**config.mk**
```make
export PLATFORM = sky130hd
export DESIGN_NAME = binary_to_decimal_segment_digits
export DESIGN_NICKNAME = d
export VERILOG_FILES = /design/src/sv/bdsd_pkg.sv /design/src/sv/bdsd_datapath.sv /design/src/sv/bdsd_ctrl.sv /design/src/sv/binary_to_decimal_segment_digits.sv
export SDC_FILE = /design/constraint.sdc
export NUM_CORES = 1
export LEC_CHECK = 0
export BUFFER_PORTS_ARGS = -buffer_cell sky130_fd_sc_hd__buf_2
export CORE_UTILIZATION = 45
export CTS_CLUSTER_DIAMETER = 120
export CTS_CLUSTER_SIZE = 40
export DETAILED_ROUTE_END_ITERATION = 12
export GPL_ROUTABILITY_DRIVEN = 0
export PLACE_DENSITY = 0.63
export SYNTH_ARGS = -nofsm -noshare
export SYNTH_HDL_FRONTEND = slang
export SYNTH_SLANG_ARGS = --single-unit
```
**constraint.sdc**
```tcl
create_clock -name aclk -period 4.8 [get_ports aclk]
set_clock_uncertainty 0.05 [all_clocks]
set_input_delay 0.24 -clock aclk [delete_from_list [all_inputs] [get_ports aclk]]
set_output_delay 0.24 -clock aclk [all_outputs]
set_load 0.02 [all_outputs]
```
**src/sv/bdsd_pkg.sv**
```systemverilog
`timescale 1ns / 1ps
// ----------------------------------------------------------------------------
// bdsd_pkg
// shared widths and the controller to datapath command bundle
// ----------------------------------------------------------------------------
package bdsd_pkg;

    localparam int VALUE_W = 32;               // binary input width
    localparam int DIGITS  = 8;                // display positions converted
    localparam int DIGIT_W = 4;                // one bcd digit
    localparam int BCD_W   = DIGITS * DIGIT_W;
    localparam int CNT_W   = $clog2(VALUE_W);  // shift step counter

    // commands from the controller to the datapath
    typedef struct packed {
        logic load;     // take a new value, clear the bcd accumulator
        logic shift;    // one add-3 and shift step
        logic publish;  // copy digits and enables to the output register
    } bdsd_cmd_t;

endpackage

```
**src/sv/bdsd_datapath.sv**
```systemverilog
`timescale 1ns / 1ps
// ----------------------------------------------------------------------------
// bdsd_datapath
// shift-and-add-3 converter with output register and enable mask
// ----------------------------------------------------------------------------
module bdsd_datapath
    import bdsd_pkg::*;
(
    input  logic                             aclk,
    input  bdsd_cmd_t                        cmd,
    input  logic [VALUE_W-1:0]               value,
    output logic [DIGITS-1:0][DIGIT_W-1:0]   digits,
    output logic [DIGITS-1:0]                enable_n
);

    logic [VALUE_W-1:0]              bin_reg, bin_next;
    logic [BCD_W-1:0]                bcd_reg, bcd_next;
    logic                            ovf_reg, ovf_next;
    logic [DIGITS-1:0][DIGIT_W-1:0]  digits_reg;
    logic [DIGITS-1:0]               enable_n_reg;

    logic [BCD_W-1:0]                adj;
    logic [DIGITS-1:0]               lit;

    // add 3 to every digit of 5 or more before the shift
    always_comb begin
        logic [DIGIT_W-1:0] d;
        for (int k = 0; k < DIGITS; k++) begin
            d = bcd_reg[k*DIGIT_W +: DIGIT_W];
            adj[k*DIGIT_W +: DIGIT_W] = (d >= DIGIT_W'(5)) ? d + DIGIT_W'(3) : d;
        end
    end

    // lit from the ones digit up to the top nonzero digit, all lit on overflow
    always_comb begin
        logic seen;
        seen = 1'b0;
        for (int k = DIGITS - 1; k >= 0; k--) begin
            seen   = seen | (|bcd_reg[k*DIGIT_W +: DIGIT_W]);
            lit[k] = seen | ovf_reg | (k == 0);
        end
    end

    always_comb begin
        bin_next = bin_reg;
        bcd_next = bcd_reg;
        ovf_next = ovf_reg;
        if (cmd.load) begin
            bin_next = value;
            bcd_next = '0;
            ovf_next = 1'b0;
        end else if (cmd.shift) begin
            bin_next = {bin_reg[VALUE_W-2:0], 1'b0};
            bcd_next = {adj[BCD_W-2:0], bin_reg[VALUE_W-1]};
            // a bit leaving the top digit means ten to the DIGITS or more
            ovf_next = ovf_reg | adj[BCD_W-1];
        end
    end

    always_ff @(posedge aclk) begin
        bin_reg <= bin_next;
        bcd_reg <= bcd_next;
        ovf_reg <= ovf_next;
        if (cmd.publish) begin
            digits_reg   <= bcd_reg;
            enable_n_reg <= ~lit;
        end
    end

    assign digits   = digits_reg;
    assign enable_n = enable_n_reg;

endmodule

```
**src/sv/bdsd_ctrl.sv**
```systemverilog
`timescale 1ns / 1ps
// ----------------------------------------------------------------------------
// bdsd_ctrl
// sequencer: accept, 32 conversion steps, hand over to the output register
// ----------------------------------------------------------------------------
module bdsd_ctrl
    import bdsd_pkg::*;
(
    input  logic       aclk,
    input  logic       aresetn,
    input  logic       s_tvalid,
    output logic       s_tready,
    output logic       m_tvalid,
    input  logic       m_tready,
    output bdsd_cmd_t  cmd
);

    localparam logic [1:0] ST_IDLE = 2'd0;
    localparam logic [1:0] ST_RUN  = 2'd1;
    localparam logic [1:0] ST_FIN  = 2'd2;

    logic [1:0]       state_reg, state_next;
    logic [CNT_W-1:0] cnt_reg, cnt_next;
    logic             mvalid_reg, mvalid_next;
    logic             out_free;

    // output register can take a new beat this cycle
    assign out_free = !mvalid_reg || m_tready;

    always_comb begin
        state_next  = state_reg;
        cnt_next    = cnt_reg;
        mvalid_next = mvalid_reg && !m_tready;
        cmd         = '0;
        case (state_reg)
            ST_IDLE: begin
                if (s_tvalid) begin
                    cmd.load   = 1'b1;
                    cnt_next   = '0;
                    state_next = ST_RUN;
                end
            end
            ST_RUN: begin
                cmd.shift = 1'b1;
                cnt_next  = cnt_reg + CNT_W'(1);
                if (cnt_reg == CNT_W'(VALUE_W - 1)) begin
                    state_next = ST_FIN;
                end
            end
            ST_FIN: begin
                if (out_free) begin
                    cmd.publish = 1'b1;
                    mvalid_next = 1'b1;
                    state_next  = ST_IDLE;
                end
            end
            default: begin
                state_next = ST_IDLE;
            end
        endcase
    end

    always_ff @(posedge aclk) begin
        if (!aresetn) begin
            state_reg  <= ST_IDLE;
            cnt_reg    <= '0;
            mvalid_reg <= 1'b0;
        end else begin
            state_reg  <= state_next;
            cnt_reg    <= cnt_next;
            mvalid_reg <= mvalid_next;
        end
    end

    assign s_tready = (state_reg == ST_IDLE);
    assign m_tvalid = mvalid_reg;

endmodule

```
**src/sv/binary_to_decimal_segment_digits.sv**
```systemverilog
`timescale 1ns / 1ps
// ----------------------------------------------------------------------------
// binary_to_decimal_segment_digits
// 32-bit binary to eight decimal digits with active-low display enables
// ----------------------------------------------------------------------------
// Each input beat carries a 32-bit unsigned value; one output beat follows
// with the eight decimal digits, ones digit lowest, and an active-low enable
// per position that lights the ones digit up to the most significant nonzero
// digit (zero shows a single 0). Values of 10^8 or more show their low eight
// digits with every position lit. Each value is accepted, then runs 32
// shift-and-add-3 steps (one per input bit, through a single step unit),
// then loads the output register once it is free. The output register lets
// the next value be accepted and converted while the previous result waits.
// ----------------------------------------------------------------------------
module binary_to_decimal_segment_digits
    import bdsd_pkg::*;
(
    input  logic                   aclk,
    input  logic                   aresetn,

    input  logic                   s_tvalid,
    output logic                   s_tready,
    input  logic [VALUE_W-1:0]     s_tdata,   // [31:0] value

    output logic                   m_tvalid,
    input  logic                   m_tready,
    // [3:0] digit_0, [7:4] digit_1, [11:8] digit_2, [15:12] digit_3,
    // [19:16] digit_4, [23:20] digit_5, [27:24] digit_6, [31:28] digit_7,
    // [39:32] enable_n
    output logic [39:0]            m_tdata
);

    bdsd_cmd_t                       cmd;
    logic [DIGITS-1:0][DIGIT_W-1:0]  digits;
    logic [DIGITS-1:0]               enable_n;

    // sequencer: handshakes and step count
    bdsd_ctrl u_ctrl (
        .aclk     (aclk),
        .aresetn  (aresetn),
        .s_tvalid (s_tvalid),
        .s_tready (s_tready),
        .m_tvalid (m_tvalid),
        .m_tready (m_tready),
        .cmd      (cmd)
    );

    // conversion registers and output register
    bdsd_datapath u_datapath (
        .aclk     (aclk),
        .cmd      (cmd),
        .value    (s_tdata),
        .digits   (digits),
        .enable_n (enable_n)
    );

    // digits packed ones first, enables above them
    assign m_tdata = {enable_n, digits};

endmodule

```
==> results.yml <==
cells_and_area:
  n_fill_cell: 933
  final_nets: 580
  fin_util: 0.534
  design_area_um2: 5560
  layout.cells.most_common_list: "nand2_1, buf_2, edfxtp_1"
  areaGrowthSynthToFinish_pct: 13.7
  multi_input_area_um2: 1790
  seqCellArea_um2: 2950
  layout_commonest_cell: "nand2_1"
  drive_above_1_share: 0.207
  diodes: 0
synth:
  yosysUniqueCellTypes: 33
  syn_area_per_cell_um2: 10.9
  synth_cells: 450
  ys_warn_count: 0
  syn_area_um2: 4890
  syn-num-nets: 511
  synth-seq-area-share: 0.604
  ys_seq_elements: 112
floorplanning:
  pin_count: 78
  die_w_um: 106
  core_um2: 10400
  die_h_um: 106
  rows: 37
  dieArea_um2: 11300
  start_util: 0.470
worst_hold_path:
  whs_path_depth: 3
  hold_class: "in -> reg"
  worstHoldEndpoint: "u_datapath.bin_reg[19]"
  worstHoldStart: "s_tdata[19]"
placed_design:
  post-place-ws_ns: 2.17
  io_buffers: 76
  dp.final_hpwl_um: 5490
  place_area_um2: 5370
power_and_ir_drop:
  power_frac_seq: 0.616
  clockPowerShare: 0.310
  power_switching_share: 0.232
  p_sw_w: 0.000413
  pwr-share-comb: 0.074
  p_leak_nw: 2.23
  ir_worst_vdd_mv: 0.142
  power_density_nw_per_um2: 319
  internal-power_w: 0.00136
timing:
  slew_viol_final: 0
  finalHoldViolCount: 0
  worst_pin_slew_ns: 1.17
  tns_ns: 0
  setup_viol: 0
  max_freq_mhz: 388
  rsz0062_at_grt: "no"
  holdWs_ns: 0.0835
  layout_min_cycle_time_ns: 2.58
  fin_crit_sh: 0.537
  layout_setup_ws_ns: 2.22
  relSlewSlack: 0.217
critical_path:
  worstPathArrival_ns: 2.49
  rr_endpoint: "u_datapath.bin_reg[30]"
  endpoint_kind: "register"
  start_kind: "register"
  worstPathRequired_ns: 4.72
  critPathKind: "reg -> reg"
  r2r_cells: 4
  worstReg2RegStart: "u_ctrl.state_reg[0]"
  crit_fanout: 49
  r2r_slack_ns: 2.22
status:
  status: "finished clean"
route:
  drc: 0
  dr.pass1.iters: 4
  vias_per_cell: 4.95
  drt_iter0_markers: 156
  finalWirelength_um: 8500
  wl_per_cell_um: 12.9
  final_antenna_net_count: 0
  vias: 3259
grt:
  gr-max-usage-layer: "met2"
  grt_pass1_vias: 3042
  grtUsageMet1: 0.217
  track_usage: 0.159
  grt_max_degree: 63
  grt-ovfl-total: 0
  use_met3: 0.0233
  grt_pass1_wl_um: 14300
  antenna_found_initial: 0
  use_met2: 0.258
clock_network:
  clock-root-buffer: "clkbuf_8"
  clk_latency_ns: 0.35
  htree_levels: 3
  postCtsResizedCells: 0
  numClockSinks: 112
  cts_tree: "done"
  postCtsSetupBuffers: 0
  clock_path_buffers: 2
  cts_inserted_buffers: 9
  clk_pin_slew_ns: 0.10
  postCtsHoldBufs: 0
run:
  maxCapViolCount: 0
-- metal layers --
metal | wire [µm] | vias to the layer above
met5 | 0 | -
met4 | 112 | 0
met3 | 378 | 10
met2 | 3900 | 91
met1 | 4110 | 1479
li1 | - | 1679
-- synthesized netlist by cell type --
cell type,instances,area (µm²)
inv_1,18,67.6
and2_1,2,12.5
or2_1,1,6.26
clkbuf_1,4,15.0
nor3b_1,5,37.5
a21oi_1,18,90.1
buf_2,13,65.1
o2bb2a_1,1,10.0
o32ai_1,7,61.3
buf_4,3,22.5
nand2_1,106,398
a31oi_1,1,6.26
dfxtp_1,41,821
o21ai_0,35,175
nand3_1,26,130
and3_1,2,12.5
nor4b_4,1,23.8
xor2_1,8,70.1
nor2_1,18,67.6
nor3b_2,1,12.5
nor2b_1,4,25.0
nor3_2,1,10.0
xnor2_1,8,70.1
a21boi_0,4,30.0
nand2b_1,12,75.1
ha_1,25,313
o21ai_1,1,5.00
conb_1,1,3.75
nand4_2,1,12.5
edfxtp_1,71,2130
o31ai_1,2,15.0
nand4_1,1,6.26
mux2_2,8,90.1
-- power groups by stage --
stage	registers, W	clock network, W	logic, W
6_report	0.00109	0.000550	0.000132
5_1_grt	0.00110	0.000600	0.000153
4_1_cts	0.00109	0.000569	0.000134
3_5_place_dp	0.00112	0	0.000134
3_3_place_gp	0.00111	0	0.000130
2_1_floorplan	0.00111	0	0.0000989
-- final cells by class --
cell class / instances / area share
inverters: 18 / 0.0121
repair buffers: 78 / 0.0711
clock buffers: 9 / 0.0223
clock inverters: 6 / 0.0121
flip-flops and latches: 112 / 0.531
multi-input cells: 300 / 0.321
well taps: 136 / 0.0306
-- cells by family (layout without fill, tap and decap cells) --
| logic type | Yosys count | count (layout) | synth area share |
|---|---|---|---|
| AOI/OAI and AO/OA | 69 | 69 | 0.0803 |
| adders and majority gates | 25 | 25 | 0.0639 |
| buffers and inverters | 38 | 111 | 0.0348 |
| xor gates and xnor gates | 16 | 16 | 0.0286 |
| other | 1 | 1 | 0.000767 |
| muxes | 8 | 8 | 0.0184 |
| DFF | 112 | 112 | 0.604 |
| and+or+nand+nor | 181 | 181 | 0.170 |
-- metrics by stage --
stage | cells | total power, W
finish | 659 | 0.00177
global route | 659 | 0.00185
CTS | 659 | 0.00180
detailed placement | 644 | 0.00125
global placement | 644 | 0.00124
floorplan | 450 | 0.00121
-- critical path: stages (launching register included) --
cell     delay (ns)
dfxtp_1        0.39
nor3b_4        0.20
buf_4          0.46
nor2_1         0.17
inv_1          0.88
-- worst max path at each step --
stage	slack [ns]	end	cells past startpoint	start
floorplan	2.04	u_datapath.digits[0]	2	u_ctrl.state_reg[0]
global placement	2.24	u_datapath.bin_reg[18]	4	u_ctrl.state_reg[0]
detailed placement	2.17	u_datapath.bin_reg[18]	4	u_ctrl.state_reg[0]
CTS	2.15	u_datapath.bin_reg[11]	4	u_ctrl.state_reg[0]
global route	1.96	u_datapath.bin_reg[31]	4	u_ctrl.state_reg[0]
finish	2.22	u_datapath.bin_reg[30]	4	u_ctrl.state_reg[0]
Note: power is estimated with default switching activity, not from simulation.
